`src/rtl/fpp_ram.sv`:
```
`timescale 1ns / 1ps
// ----------------------------------------------------------------------------
// FLI pixel plotter RAM
// Generic single-write, single-read memory with registered read data.
// ----------------------------------------------------------------------------
module fpp_ram #(
  parameter int WIDTH = 8,
  parameter int DEPTH = 256
) (
  input  logic clk,
  input  logic we,
  input  logic [$clog2(DEPTH)-1:0] waddr,
  input  logic [WIDTH-1:0] wdata,
  input  logic re,
  input  logic [$clog2(DEPTH)-1:0] raddr,
  output logic [WIDTH-1:0] rdata
);

  logic [WIDTH-1:0] mem [DEPTH];

  // Write port
  always_ff @(posedge clk) begin
    if (we) begin
      mem[waddr] <= wdata;
    end
  end

  // Registered read, hold data between reads
  always_ff @(posedge clk) begin
    if (re) begin
      rdata <= mem[raddr];
    end
  end

endmodule

```
`config.mk`:
```
export PLATFORM = sky130hd
export DESIGN_NAME = fpp_ram
export DESIGN_NICKNAME = d
export VERILOG_FILES = /design/src/rtl/fpp_ram.sv
export SDC_FILE = /design/constraint.sdc
export NUM_CORES = 2
export LEC_CHECK = 0
export ABC_CLOCK_PERIOD_IN_PS = 6000
export BUFFER_PORTS_ARGS = -buffer_cell sky130_fd_sc_hd__clkbuf_2
export CELL_PAD_IN_SITES_DETAIL_PLACEMENT = 1
export CELL_PAD_IN_SITES_GLOBAL_PLACEMENT = 2
export CORE_ASPECT_RATIO = 2
export CORE_UTILIZATION = 40
export DETAILED_ROUTE_END_ITERATION = 8
export PLACE_DENSITY = 0.72
export SLEW_MARGIN = 10
export SYNTH_ARGS = -nofsm -noshare
export SYNTH_HDL_FRONTEND = slang
export SYNTH_SLANG_ARGS = --single-unit
```
`constraint.sdc`:
```
create_clock -name clk -period 6 [get_ports clk]
set_input_delay 1.2 -clock clk [delete_from_list [all_inputs] [get_ports clk]]
set_output_delay 1.2 -clock clk [all_outputs]
set_load 0.01 [all_outputs]
```
==> Implementation_results.wiki <==
{| class="wikitable"
! Metric !! Value
|-
| Run status || complete, no violations
|-
| Compound-gate portion of the synthesized area || 0.03416
|-
| Final setup violating endpoints || 0
|-
| DR DRC count || 0
|-
| Initial DRT Pass Iterations || 5
|-
| Number of flops mapped to enable cells by yosys || 2,056
|-
| Sinks on the clock net || approximately 2,100
|-
| Classification of the worst-slack hold path || input pin to flop
|-
| WL per Instance || 34.29 um
|-
| Startpoint class of the critical path || input pin
|-
| Reg-to-reg critical path endpoint || rdata[3]
|-
| Number of different library cells in the post-synthesis netlist || 54
|-
| Worst reg-to-reg path cell count || 6
|-
| Area grow syn2layout || 11.46%
|-
| FF+latch count, synth || approximately 2,000
|-
| Area taken by flip-flops and latches || 61,740 sq um
|-
| # H-tree levels || 4
|-
| Initial antenna violation count || 8
|-
| Met2 Routed Length || ~130,000 um
|-
| Critical register-to-register path startpoint || mem[67][3]
|-
| Final worst path period need || 4.435 ns
|-
| Layout Skew || a little under 0.05 ns
|-
| Period utilisation layout || 0.7392
|-
| Switching power || just over 6000 uW
|-
| Number of I/O pins || 35
|-
| Critical path class || input pin to flop
|-
| Clk_lat worst skew || 0.83 ns
|-
| Simple logic cell fraction of the synthesized area || 0.02625
|-
| CORE AREA || between 150,000 and 200,000 sq um
|-
| Biggest fanout along the worst timing path || 24
|-
| Clk slew on worst S/H paths || 0.08 ns
|-
| Via count || 38,170
|-
| Post-Route WL || 224,200 um
|-
| Share of the synthesized netlist area taken by xor and xnor gates || 0
|-
| Routed metal-1 wirelength || roughly 75,000 um
|-
| Maximum clock rate || 0.2255 GHz
|-
| Avg Synthesized Cell Area || 21.33 sq um
|-
| Number of clock buffers inserted by TritonCTS || 176
|-
| Total of max-cap violations || 0
|-
| Post-CTS setup repair buffer count || 0
|-
| CTS tree || done
|-
| RSZ-0062 raised after global routing || false
|-
| Total nets after synthesis || approximately 3,800
|-
| Die span in y || ~630 um
|-
| Count of cells resized by post-cts repair || 0
|-
| Weighted congestion at the end of routability-driven global placement || slightly below 0.9
|-
| Leakage power of the design || roughly 0.027 uW
|-
| Overflow left after global routing || 0
|-
| Gate count of the mapped netlist || about 3,700
|-
| Overall fraction of global-route tracks in use || 0.2226
|-
| Hold buffers post-CTS || 0
|-
| Required time at the worst-slack endpoint || 6.54 ns
|-
| Transition at the pin with the smallest max-transition slack || around 1.4 ns
|-
| Via count of the first global-routing pass || between 40,000 and 50,000
|-
| First-pass GRT wire length || 315,300 um
|-
| Detail-routed via count per cell || 5.837
|-
| Cell Pwr Density || 326.4 nW/um^2
|-
| Clock Path Buffers || 4
|-
| Mux share of post-synthesis cell area || 0.1460
|-
| Portion of total power attributed to sequential cells || 0.547
|-
| Met3 WL || 8742 um
|-
| Die area || 201,000 sq um
|-
| Max Transition Viols Final || 0
|-
| Critical Path End Type || flop
|-
| CP Data Arrival Time || 4.98 ns
|-
| Post-synthesis sequential area ratio || 0.7753
|-
| Worst setup path endpoint || rdata[3]
|-
| Number of cells in the design after placement || 6,227
|-
| Port-buffer cells || 34
|-
| Final std cells w/o fill || 6,540
|-
| Worst VDD drop || 0.0002148 V
|-
| Initial standard-cell utilization of the core || 0.4022
|-
| Clock root buffer || clkbuf_16
|-
| Ratio of cells with drive above 1 in the final layout || 0.2254
|-
| Async SR Flop Fraction || 0
|-
| Flop2flop setup slack || 2.95 ns
|-
| Relative slew margins || 0.08892
|-
| Adder-Cell Fraction of Synth Area || 0
|-
| Maximum number of pins on one net before global-route repair || roughly 170
|-
| Combinational cell fraction of total power || 0.052
|-
| Antenna Nets Post-Route || 0
|-
| Total of warnings raised by yosys || 0
|-
| Fin nets || 3,869
|-
| Clock group share of total power || 0.401
|-
| Die outline width || 317.5 um
|-
| Worst Setup SP || raddr[4]
|-
| Worst hold slack across all endpoints || 0.8165 ns
|-
| HPWL Detailed || approximately 150,000 um
|-
| Post-synthesis instance area || about 80,000 sq um
|-
| Total number of placement rows || ~230
|-
| Leading register cell type out of synthesis || edfxtp_1
|-
| Filler Cells Inserted || 17,850
|-
| Sw Ratio || 0.2145
|-
| Internal power || approximately 23,000 uW
|-
| Area taken by multi-input logic gates || between 15,000 and 20,000 sq um
|-
| Final core utilization || 0.4483
|-
| Number of hold violations in the final report || 0
|-
| Top routing layer used || met5
|-
| Main combinational cell family by area after synthesis || multiplexers
|-
| Starting DRT DRC Count || between 3,000 and 4,000
|}
-- layout by cell type (no fill, tap or decap), drive strengths merged, types with 12 or more instances in the layout --
master / Yosys / routed
mux4: 456 / 456
clkbuf: 111 / 235
nand3: 34 / 34
nor2: 282 / 282
o221ai: 47 / 47
bufinv: 0 / 22
a221oi: 14 / 14
mux2i: 134 / 134
nand2: 33 / 33
clkinv: 1 / 65
a211oi: 16 / 16
buf: 122 / 142
o22ai: 28 / 28
a22oi: 133 / 133
nor2b: 31 / 31
a21oi: 96 / 96
edfxtp: 2056 / 2056
nor4: 27 / 27
nor3: 22 / 22
o21ai: 12 / 12
-- power by group through the flow --
stage | Sequential, uW | Clock, uW | Combinational (uW)
2_1_floorplan | 16200 | 0 | 769
3_3_place_gp | 16200 | 0 | 1490
3_5_place_dp | 16200 | 0 | 1530
4_1_cts | 15900 | 11800 | 1530
5_1_grt | 15800 | 12200 | 1560
6_report | 15900 | 11600 | 1510
-- synth_stat cells, types with 2 or more instances --
| cell type | n | area [sq um] |
|---|---|---|
| o211ai_1 | 10 | 75.07 |
| o21ai_0 | 10 | 50.05 |
| buf_8 | 13 | 195.2 |
| o32ai_1 | 4 | 35.03 |
| buf_12 | 8 | 160.2 |
| nand3b_1 | 2 | 15.01 |
| buf_2 | 31 | 155.2 |
| a22o_1 | 8 | 70.07 |
| nor3_1 | 22 | 110.1 |
| mux2i_1 | 134 | 1341 |
| nand2b_1 | 8 | 50.05 |
| a2111oi_1 | 2 | 20.02 |
| nor4_1 | 24 | 150.1 |
| edfxtp_1 | 2056 | 61740 |
| a2111oi_0 | 2 | 17.52 |
| mux4_2 | 454 | 10220 |
| nor2_1 | 282 | 1059 |
| o22a_1 | 5 | 43.79 |
| or2_2 | 4 | 25.02 |
| a311oi_1 | 2 | 17.52 |
| a22oi_1 | 133 | 998.5 |
| buf_6 | 21 | 236.5 |
| nand4_1 | 10 | 62.56 |
| o21ai_1 | 2 | 10.01 |
| mux4_1 | 2 | 52.55 |
| nand2_1 | 33 | 123.9 |
| nor2b_1 | 31 | 193.9 |
| and2_1 | 6 | 37.54 |
| o22ai_1 | 28 | 175.2 |
| and3b_1 | 2 | 17.52 |
| a21oi_1 | 96 | 480.5 |
| clkbuf_1 | 111 | 416.7 |
| a31oi_1 | 2 | 12.51 |
| o221ai_1 | 46 | 402.9 |
| nor4_2 | 3 | 37.54 |
| a211oi_1 | 16 | 120.1 |
| buf_4 | 27 | 202.7 |
| nand3_1 | 34 | 170.2 |
| a221oi_1 | 13 | 113.9 |
| buf_1 | 22 | 82.58 |
-- registers in the layout, indices dropped and copies added, names as in the netlist --
name,cells
mem,2048
rdata,8
-- per-stage QoR --
step | cell area (sq um) | setup slack (ns) | total power (uW) | TNS, ns
floorplan | 79640 | 2.724 | 16930 | 0
finish | 88760 | 1.565 | 28970 | 0
global placement | 83000 | -0.3298 | 17660 | -0.5732
CTS | 88760 | 1.745 | 29160 | 0
detailed placement | 83080 | 0.9116 | 17700 | 0
global route | 88760 | 1.662 | 29570 | 0
-- routing by layer --
layer	track usage	vias to the layer above
li1	-	15860
met1	0.2332	20810
met2	0.4306	1076
met3	0.02370	419
met4	0.1217	10
met5	0	-
-- how the worst min path moves through the flow --
stage / startpoint / to / slack, ns / cells past startpoint
6_report: wdata[1] / mem[59][1] / 0.82 / 1
5_1_grt: wdata[1] / mem[59][1] / 0.83 / 1
4_1_cts: wdata[1] / mem[59][1] / 0.83 / 1
3_5_place_dp: mem[19][6] / rdata[6] / 1.12 / 5
3_3_place_gp: mem[16][6] / rdata[6] / 1.09 / 5
2_1_floorplan: mem[40][3] / rdata[3] / 0.86 / 6
-- critical path: stages --
cell      delay (ns)
clkbuf_2        0.59
buf_4           0.50
nor3b_2         0.88
o221ai_1        0.35
o22ai_1         0.24
o32ai_1         0.11
nor3_1          0.85
nor4_1          0.15
-- cells by family (layout without fill, tap and decap cells) --
group / after synthesis / after routing
AOI/OAI and AO/OA: 385 / 385
muxes: 591 / 591
buffers and inverters: 235 / 477
and+or+nand+nor: 466 / 466
DFF: 2056 / 2056
other: 0 / 2
-- layout make-up --
type,count,area share
Antenna cell,2,0.00005639
Tap cell,2563,0.03613
Clock buffer,213,0.05190
Clock inverter,98,0.01200
Sequential cell,2056,0.6956
Multi-Input combinational cell,1442,0.1867
Inverter,2,0.00008458
Timing Repair Buffer,164,0.01754
Note: power is estimated with default switching activity, not from simulation.
