**src/rtl/fpp_pkg.sv**
```systemverilog
`timescale 1ns / 1ps
// ----------------------------------------------------------------------------
// FLI pixel plotter package
// Beat layouts, command and slot codes, state codes and the address tables
// shared by the plotter core and its sub-blocks.
// ----------------------------------------------------------------------------
package fpp_pkg;

  localparam int IMAGE_BYTES_DEF = 65536;
  localparam int ADDR_BITS       = 16;

  // Command codes
  localparam logic [1:0] CMD_LOAD = 2'd0;
  localparam logic [1:0] CMD_PLOT = 2'd1;
  localparam logic [1:0] CMD_READ = 2'd2;

  // Color slot codes
  localparam logic [1:0] SLOT_MC1 = 2'd0;
  localparam logic [1:0] SLOT_BG  = 2'd1;
  localparam logic [1:0] SLOT_FG  = 2'd2;
  localparam logic [1:0] SLOT_MC2 = 2'd3;

  // Bitmap layout
  localparam logic [15:0] BITMAP_BASE_LO = 16'h4000;
  localparam logic [15:0] BITMAP_BASE_HI = 16'h6000;
  localparam logic [15:0] BM_ROW_STRIDE  = 16'd312;

  // Per-line register table layout
  localparam logic [15:0] TABLE_BASE     = 16'h105e;
  localparam logic [15:0] TABLE_ALT_OFS  = 16'd3280;
  localparam logic [15:0] TB_LINE_STRIDE = 16'd17;

  // Attribute layout
  localparam logic [15:0] ATTR_STEP       = 16'h0400;
  localparam logic [15:0] ATTR_ROW_STRIDE = 16'd40;
  localparam logic [15:0] ATTR_BASE_LO [4] = '{16'h2800, 16'h3000, 16'h3800, 16'h9000};
  localparam logic [15:0] ATTR_BASE_HI [4] = '{16'h6800, 16'h7000, 16'h8000, 16'h8800};

  typedef struct packed {
    logic [1:0] command;
    logic [15:0] byte_address;
    logic [7:0] byte_value;
    logic [7:0] pixel_x;
    logic [7:0] pixel_y;
    logic [7:0] color_byte;
    logic [1:0] color_slot;
  } in_item_t;

  typedef struct packed {
    logic [15:0] out_address;
    logic [7:0] out_data;
    logic last_of_run;
  } out_item_t;

  // Control of the shared address adder
  typedef struct packed {
    logic en;
    logic from_acc;
  } alu_ctl_t;

  typedef enum logic [4:0] {
    ST_IDLE,
    ST_LOAD,
    ST_RD_ISSUE,
    ST_RD_DATA,
    ST_BM_A,
    ST_BM_B,
    ST_BM_C,
    ST_BM_RD,
    ST_BM_WR,
    ST_TB_A,
    ST_TB_WR,
    ST_AT_A,
    ST_AT_B,
    ST_AT_C,
    ST_AT_RDC,
    ST_AT_RDL,
    ST_AT_WRC,
    ST_AT_WRL
  } state_t;

  // Rows that take the upper bitmap and attribute banks
  function automatic logic hi_region(input logic [7:0] x, input logic [7:0] y);
    return (y >= 8'd192) && ((y < 8'd200) || ((y < 8'd208) && (x < 8'd96)));
  endfunction

  // Constant part of the per-line table address
  function automatic logic [15:0] table_seed(input logic [7:0] y, input logic [1:0] slot);
    logic [7:0] yy;
    logic [15:0] z;
    logic [15:0] seed;
    yy = {y[7:1], 1'b0};
    z = (slot == SLOT_MC2) ? 16'd5 : 16'd0;
    if (yy == 8'd192) begin
      if (y[0]) begin
        seed = TABLE_BASE + TABLE_ALT_OFS + z;
      end else begin
        seed = TABLE_BASE - 16'd4 + ((slot == SLOT_MC2) ? 16'd2 : 16'd0);
      end
    end else begin
      seed = TABLE_BASE + (y[0] ? 16'd14 : 16'd0) + ((yy > 8'd192) ? 16'd2 : 16'd0) + z;
    end
    return seed;
  endfunction

  // Attribute bank base for a pixel
  function automatic logic [15:0] attr_seed(input logic [7:0] x, input logic [7:0] y);
    logic [1:0] sel;
    logic [15:0] ab;
    sel = y[2:1];
    if (y < 8'd192) begin
      ab = ATTR_BASE_LO[sel];
    end else if (hi_region(x, y)) begin
      ab = ATTR_BASE_HI[sel];
    end else begin
      ab = ATTR_BASE_HI[sel] - ATTR_STEP;
    end
    return ab;
  endfunction

  // Replace the 2-bit pixel picked by the low column bits
  function automatic logic [7:0] pixel_merge(input logic [7:0] v, input logic [1:0] xl,
                                              input logic [1:0] slot);
    logic [7:0] r;
    r = v;
    case (xl)
      2'd0: r[7:6] = slot;
      2'd1: r[5:4] = slot;
      2'd2: r[3:2] = slot;
      2'd3: r[1:0] = slot;
      default: r = v;
    endcase
    return r;
  endfunction

  // Merge the hue nibble into the color byte
  function automatic logic [7:0] color_merge(input logic [7:0] v, input logic [7:0] c,
                                              input logic [1:0] slot);
    return (slot == SLOT_FG) ? {v[7:4], c[3:0]} : {c[3:0], v[3:0]};
  endfunction

  // Merge the luminance nibble into the luminance byte
  function automatic logic [7:0] luma_merge(input logic [7:0] v, input logic [7:0] c,
                                             input logic [1:0] slot);
    return (slot == SLOT_FG) ? {c[7:4], v[3:0]} : {v[7:4], c[7:4]};
  endfunction

endpackage

```
**src/rtl/fpp_alu.sv**
```systemverilog
`timescale 1ns / 1ps
// ----------------------------------------------------------------------------
// FLI pixel plotter address adder
// Shared accumulator that builds every plot address one term per cycle while enabled.
// ----------------------------------------------------------------------------
module fpp_alu (
  input  logic clk,
  input  fpp_pkg::alu_ctl_t ctl,
  input  logic [fpp_pkg::ADDR_BITS-1:0] seed,
  input  logic [fpp_pkg::ADDR_BITS-1:0] operand,
  output logic [fpp_pkg::ADDR_BITS-1:0] acc
);

  logic [fpp_pkg::ADDR_BITS-1:0] base_term;

  // Start from a fresh seed or keep accumulating
  assign base_term = ctl.from_acc ? acc : seed;

  // Add one term, wrapping to the address width
  always_ff @(posedge clk) begin
    if (ctl.en) begin
      acc <= base_term + operand;
    end
  end

endmodule

```
**config.mk**
```make
export PLATFORM = sky130hd
export DESIGN_NAME = fpp_alu
export DESIGN_NICKNAME = d
export VERILOG_FILES = /design/src/rtl/fpp_pkg.sv /design/src/rtl/fpp_alu.sv
export SDC_FILE = /design/constraint.sdc
export NUM_CORES = 1
export LEC_CHECK = 0
export BUFFER_PORTS_ARGS = -buffer_cell sky130_fd_sc_hd__buf_2
export CAP_MARGIN = 30
export CELL_PAD_IN_SITES_DETAIL_PLACEMENT = 0
export CELL_PAD_IN_SITES_GLOBAL_PLACEMENT = 1
export CORE_UTILIZATION = 38
export DETAILED_ROUTE_END_ITERATION = 12
export PLACE_DENSITY_LB_ADDON = 0.1
export SLEW_MARGIN = 20
export SYNTH_ARGS = -nofsm -noshare
export SYNTH_HDL_FRONTEND = slang
export SYNTH_SLANG_ARGS = --single-unit
```
**constraint.sdc**
```tcl
create_clock -name clk -period 3.5 [get_ports clk]
set_input_delay 0.7 -clock clk [delete_from_list [all_inputs] [get_ports clk]]
set_output_delay 0.7 -clock clk [all_outputs]
set_load 0.05 [all_outputs]
```
==> results.rst, run 1 <==
.. list-table::
   :header-rows: 1

   * - Metric
     - Value
   * - Final worst-path setup slack
     - 0.540 ns
   * - Unrepaired setup endpoints after global routing
     - no
   * - Chip Height
     - 65.0 um
   * - Quantity of gates resized following cts
     - 0
   * - Final critical path time including I/O delays and setup
     - 2.96 ns
   * - Last weighted congestion value of the routability-driven placer
     - 0.818
   * - Commonest cells after routing, fill and taps aside
     - buf_2, edfxtp_1, ha_1, mux2_2
   * - Worst slew margin
     - 73.5%
   * - Share of post-route cells with drive strength above 1
     - 38.5%
   * - Non-filler cells in the finished layout
     - around 240
   * - Clk slew on worst S/H paths
     - 0.06 ns
   * - Core area
     - about 0.0037 mm2
   * - Worst endpoint required time
     - 3.50 ns
   * - Reg2Reg Setup Slack
     - approximately 1.1 ns
   * - Count of input and output buffers
     - 50
   * - Antenna Violating Nets Remaining
     - 0
   * - TritonCTS Buffers
     - 3
   * - Worst setup slack before clock tree synthesis
     - approximately 0.29 ns
   * - Maximum number of pins on one net before global-route repair
     - 17
   * - Final worst-path cycle share
     - 84.6%
   * - Syn avg cell area
     - 10.3 um2
   * - Buffers inserted by post-CTS timing repair
     - 0
   * - Biggest area contributors in the synthesized netlist
     - edfxtp_1, ha_1, mux2_2, xnor2_1, a21oi_1
   * - CTS H-Tree Depth
     - 1
   * - Synth-to-layout area growth
     - 21.5%
   * - Worst hold path class
     - flop to flop
   * - Total area of sequential cells
     - 480 um2
   * - Number of global-route vias before repair
     - 1250
   * - Power density cells
     - 578 mW/mm2
   * - Proportion of netlist area held by the largest area contributor
     - a little under a third
   * - Area occupied by multi-input gates
     - 976 um2
   * - Cell area after synthesis
     - 0.00151 mm2
   * - Portion of the post-synthesis area used by sequential elements
     - 31.8%
   * - Power Total
     - 1.06 mW
   * - Max-slew violation count
     - 0
   * - Number of hold-slack violations in the final timing report
     - 0
   * - Count of distinct cell types in the synthesized netlist
     - 40
   * - Number of fillers in the final layout
     - 401
   * - Register containing the most flip-flops in the final layout
     - acc
   * - Setup-violating endpoint count in the final report
     - 0
   * - Synthesized instance count
     - 146
   * - Highest Clock Rate
     - about 0.34 GHz
   * - Net count after synthesis
     - 197
   * - Vias per cell
     - 5.30
   * - Chip Width
     - roughly 65 um
   * - Crit start category
     - primary input
   * - Number of search-and-repair iterations in the first detailed-routing pass
     - 5
   * - Clk_lat worst skew
     - ~0.25 ns
   * - Most common cell after layout, fill and taps aside
     - buf_2
   * - Ant diodes
     - 0
   * - Total track usage
     - between 10% and 20%
   * - Final HPWL DP
     - 2850 um
   * - Count of warnings emitted by yosys
     - 0
   * - Final-stage net count
     - 248
   * - Status
     - complete, no violations
   * - Dpl cell area
     - 0.00179 mm2
   * - Post-Route Setup TNS
     - 0 ns
   * - Max-cap violation count
     - 0
   * - Worst EP arrival
     - 2.96 ns
   * - Critical path type
     - primary input to flop
   * - Clock skew
     - approximately 0.0043 ns
   * - Largest registers
     - acc: 16 flops
   * - Final core utilization
     - 49.0%
   * - Leading area contributor after synthesis
     - edfxtp_1
   * - Root Buffer Master
     - clkbuf_8
   * - Flip-flop and latch count after synthesis
     - 16
   * - Wire length of the first global-routing pass
     - 5620 um
   * - Total congestion overflow
     - 0
   * - Clk sink count
     - 16
   * - Largest driver fanout on the critical path
     - 16
   * - Leak Pwr
     - roughly 0.80 nW
   * - Worst-case vdd ir drop
     - 178 uV
   * - Remaining DRCs
     - 0
   * - Number of placement rows
     - 22
   * - Boundary pin count
     - 51
   * - Number of flip-flops under the largest register name
     - 16
   * - Total via count in the routed design
     - 1289
   * - CTS tree
     - built
   * - Max clock buf depth
     - 2
   * - Post-DR wirelength/cell
     - between 10 and 15 um
   * - Die footprint
     - ~0.0042 mm2
   * - Number of placed cells counting well taps
     - 240
   * - Starting utilization of the core area
     - 40.3%
   * - Iteration-0 DRC Markers
     - 36
   * - Post-CTS Hold Buffers
     - 0
   * - Hold Worst Slack
     - between 0.7 and 0.8 ns
   * - Number of antenna violations at the first check in global routing
     - 0
   * - Slew at the pin with the worst max-slew slack
     - 0.397 ns
   * - Finished layout cell area
     - 0.00183 mm2
   * - Worst Setup End Kind
     - flop
   * - Final wirelength
     - 3550 um
[report_power, final]
| part | leakage, nW | internal [mW] | switching [mW] | total [mW] |
|---|---|---|---|---|
| Combinational | 0.623 | 0.215 | 0.401 | 0.616 |
| Sequential | 0.157 | 0.284 | 0.0183 | 0.302 |
| Clock | 0.0216 | 0.0764 | 0.0663 | 0.143 |
[logic make-up (layout without fill, tap and decap cells)]
group	Yosys count	in the layout	synth area share, %
flip-flops	16	16	31.8
AND/OR/NAND/NOR	32	32	12.6
buffers and inverters	11	60	3.56
XOR/XNOR	11	11	6.38
AO/OA/AOI/OAI	44	44	20.1
multiplexers	16	16	11.8
adder cells (fa/ha/maj)	16	16	13.8
[cell type report]
class	count	area share, %
Clock buffer	3	2.25
Inverter	7	1.43
Multi-Input combinational cell	119	53.2
Sequential cell	16	26.2
Tap cell	48	3.27
Timing Repair Buffer	50	13.6
[cell usage after synthesis, drive strengths merged]
| master | n |
|---|---|
| a211oi | 3 |
| a21o | 4 |
| a21oi | 12 |
| a221oi | 1 |
| a311o | 2 |
| a311oi | 1 |
| a31oi | 4 |
| and2 | 1 |
| and3 | 2 |
| and4 | 1 |
| and4b | 1 |
| buf | 3 |
| clkbuf | 1 |
| edfxtp | 16 |
| fa | 1 |
| ha | 15 |
| inv | 7 |
| mux2 | 14 |
| mux2i | 2 |
| nand2 | 10 |
| nand3 | 2 |
| nand3b | 2 |
| nor2 | 5 |
| nor2b | 3 |
| nor3 | 3 |
| nor4 | 1 |
| o2111ai | 2 |
| o211ai | 4 |
| o21a | 3 |
| o21ai | 8 |
| or4b | 1 |
| xnor2 | 6 |
| xor2 | 5 |
[final timing paths]
kind / startpoint / endpoint / cells after the start
worst max register to register: acc[0]$_DFFE_PP_ / acc[12]$_DFFE_PP_ / 9
worst max-delay path: ctl[0] / acc[12]$_DFFE_PP_ / 10
worst min-delay path: acc[0]$_DFFE_PP_ / acc[0]$_DFFE_PP_ / 2
worst min register to register: acc[0]$_DFFE_PP_ / acc[0]$_DFFE_PP_ / 2
[routing by layer]
metal  wire length, um  global-route usage (%)  vias to the layer above  share of wire [%]
met2              1770                    29.6                       29                 50
met3               116                    2.29                        8                3.3
met5                 0                       0                        -                  0
li1                  -                       -                      658                  -
met4               104                    10.1                        0                2.9
met1              1560                    21.6                      594                 44
[worst max-delay path: stages]
cell and delay (ns):
buf_2 0.32, mux2_2 0.22, ha_1 0.19, inv_1 0.07, fa_1 0.40, nor2b_1 0.17, o2111ai_1 0.17, a31oi_1 0.33
a21oi_1 0.11, a311o_1 0.27
Power figures use the tool's default switching activity.
==> run 2, diff against run 1 <==
- clock period: 3.5 -> 2.9 ns (I/O delays scaled with it)
==> run 2 against run 1 <==
Compared with the run above: final area increased by 7.8%; critical path depth is 2 lower; sequential share of layout area down 1.9 points; global-route usage up 0.99 points; sequential power rose by 22%; critical path type unchanged; non-clock buffer count increased by 19; worst hold slack got worse by 0.062 ns.
==> results.rst, run 2 (same netlist as run 1, synthesis figures left out) <==
.. list-table::
   :header-rows: 1

   * - Metric
     - Value
   * - Status
     - complete, no violations
   * - Synth-to-layout area growth
     - 30.9%
   * - Number of search-and-repair iterations in the first detailed-routing pass
     - 4 (-1)
   * - Maximum number of pins on one net before global-route repair
     - 17 (unchanged)
   * - Clk_lat worst skew
     - 0.25 ns (about the same)
   * - Number of flip-flops under the largest register name
     - 16 (unchanged)
   * - Total via count in the routed design
     - 1360 (+5.5%)
   * - Number of placement rows
     - 22 (unchanged)
   * - Chip Width
     - 65.0 um (unchanged)
   * - Vias per cell
     - 5.19 (-2.1%)
   * - Register containing the most flip-flops in the final layout
     - acc
   * - Antenna Violating Nets Remaining
     - 0 (unchanged)
   * - Worst-case vdd ir drop
     - 236 uV (+33%)
   * - Final-stage net count
     - 267 (+7.7%)
   * - CTS tree
     - built
   * - Largest driver fanout on the critical path
     - 9 (-7)
   * - Critical path startpoint
     - ctl[0]
   * - Source of the worst register-to-register timing path
     - acc[6]$_DFFE_PP_
   * - Power density cells
     - 680 mW/mm2 (+18%)
   * - Setup-violating endpoint count in the final report
     - 0 (unchanged)
   * - Hold Worst Slack
     - 0.639 ns (-0.0623 ns)
   * - Max clock buf depth
     - 2 (unchanged)
   * - Clock skew
     - 0.00444 ns (+0.000111 ns)
   * - Last weighted congestion value of the routability-driven placer
     - 0.803 (-1.7%)
   * - Unrepaired setup endpoints after global routing
     - no
   * - Startpoint of the worst hold path
     - operand[0]
   * - Clk sink count
     - 16 (unchanged)
   * - Root Buffer Master
     - clkbuf_8
   * - Boundary pin count
     - 51 (unchanged)
   * - Internal power
     - 747 uW (+30%)
   * - Iteration-0 DRC Markers
     - 45 (+25%)
   * - Share of post-route cells with drive strength above 1
     - 43.9% (+5.5 points)
   * - Final worst-path setup slack
     - 0.248 ns (-0.292 ns)
   * - Bufs and invs on worst path
     - 1 (-1)
   * - Leak Pwr
     - 0.894 nW (+12%)
   * - Final worst-path cycle share
     - 91.4%
   * - Critical Path, Cell by Cell
     - buf_2, mux2_2, ha_1, nand2_1, o21ai_1, o211ai_1, and4b_1, nor4_2
   * - Post-CTS Hold Buffers
     - 0 (unchanged)
   * - Remaining DRCs
     - 0 (unchanged)
   * - Count of input and output buffers
     - 50 (unchanged)
   * - Total congestion overflow
     - 0 (unchanged)
   * - Most common cell after layout, fill and taps aside
     - buf_2
   * - Crit start category
     - primary input
   * - Commonest cells after routing, fill and taps aside
     - buf_2, buf_4, edfxtp_1, ha_1, mux2_2
   * - Post-DR wirelength/cell
     - 13.6 um (-6.9%)
   * - Die footprint
     - 0.00423 mm2 (unchanged)
   * - Sw Share
     - 44.5% (-1.3 points)
   * - Power share of the sequential group
     - 27.3% (-1.2 points)
   * - Wire length of the first global-routing pass
     - 6040 um (+7.5%)
   * - Worst EP arrival
     - 2.70 ns (-0.26 ns)
   * - Final critical path time including I/O delays and setup
     - 2.65 ns
   * - Number of global-route vias before repair
     - 1395 (+12%)
   * - Number of placed cells counting well taps
     - 259 (+7.9%)
   * - Ant diodes
     - 0 (unchanged)
   * - Max-cap violation count
     - 0 (unchanged)
   * - Starting utilization of the core area
     - 40.3% (unchanged)
   * - Total track usage
     - 18.6% (+0.99 points)
   * - Number of hold-slack violations in the final timing report
     - 0 (unchanged)
   * - Slew at the pin with the worst max-slew slack
     - 0.392 ns (-0.00443 ns)
   * - Buffers inserted by post-CTS timing repair
     - 0 (unchanged)
   * - Final HPWL DP
     - 3010 um (+5.4%)
   * - Highest Clock Rate
     - 0.377 GHz
   * - Relative contribution of the clock network to total power
     - 12.7% (-0.8 points)
   * - Power Total
     - 1.34 mW (+27%)
   * - Clk slew on worst S/H paths
     - 0.06 ns (about the same)
   * - Core area
     - 0.00374 mm2 (unchanged)
   * - Combinational share of power
     - 60.0% (+2.0 points)
   * - CTS H-Tree Depth
     - 1 (unchanged)
   * - Non-filler cells in the finished layout
     - 262 (+7.8%)
   * - Worst Setup End Kind
     - flop
   * - Worst slew margin
     - 73.8% (+0.30 points)
   * - Switching power summed over all nets
     - 598 uW (+23%)
   * - Max-slew violation count
     - 0 (unchanged)
   * - Final wirelength
     - 3560 um (+0.39%)
   * - Number of antenna violations at the first check in global routing
     - 0 (unchanged)
   * - Critical path type
     - primary input to flop
   * - TritonCTS Buffers
     - 3 (unchanged)
   * - Worst endpoint required time
     - 2.94 ns (-0.56 ns)
   * - Critical path's slowest cell
     - mux2_2
   * - Largest delay contributor family on the critical path
     - simple AND/OR/NAND/NOR gates
   * - Worst hold path class
     - primary input to flop
   * - Worst path max stage delay
     - 0.36 ns (-0.04 ns)
   * - Largest registers
     - acc: 16 flops
   * - Worst setup slack before clock tree synthesis
     - -0.0124 ns (-0.299 ns)
   * - Quantity of gates resized following cts
     - 0 (unchanged)
   * - Chip Height
     - 65.0 um (unchanged)
[run 2: cell types whose count changed in the layout (fill, tap and decap cells not counted), sizes merged]
cell and change:
buf +19
[run 2: layout make-up]
cell class,count,area [um2]
fillers,356,1770
multi-input cells,119,976
flip-flops and latches,16,480
repair buffers,69,393
well taps,48,60.1
clock buffers,3,41.3
inverters,7,26.3
[run 2: worst register-to-register path, cell delays in order, from the launching register on]
cell and delay, ns:
edfxtp_1 0.38, mux2_2 0.27, ha_1 0.36, nand2_1 0.10, o21ai_1 0.28, o211ai_1 0.23
and4b_1 0.24, nor4_2 0.33
[run 2: path summary, 6_finish.rpt]
kind / cells after the start / slack (ns) / end
min reg2reg: 2 / 0.71 / acc[0]$_DFFE_PP_
max reg2reg: 7 / 0.49 / acc[11]$_DFFE_PP_
min: 2 / 0.64 / acc[0]$_DFFE_PP_
max: 8 / 0.25 / acc[11]$_DFFE_PP_
[run 2: power groups by stage]
stage               sequential, mW  clock, mW  combinational, mW
floorplan                    0.573          0              0.388
global placement             0.371          0              0.801
detailed placement           0.373          0              0.810
CTS                          0.368      0.174              0.813
global route                 0.376      0.181              0.879
finish                       0.367      0.171              0.807
[run 2: per-layer routing]
layer,vias up,wire length (um),global-route usage (%)
met3,9,129,2.11
met5,-,0,0
met4,0,99,7.88
met1,622,1490,21.9
met2,31,1840,33.9
li1,698,-,-
[run 2: metrics by stage]
stage / utilization [%] / area, um2 / TNS [ns]
global route: 52.8 / 1980 / 0
finish: 52.8 / 1980 / 0
detailed placement: 51.7 / 1940 / -0.0223
floorplan: - / 1510 / 0
global placement: 51.7 / 1940 / 0
CTS: 52.8 / 1980 / 0
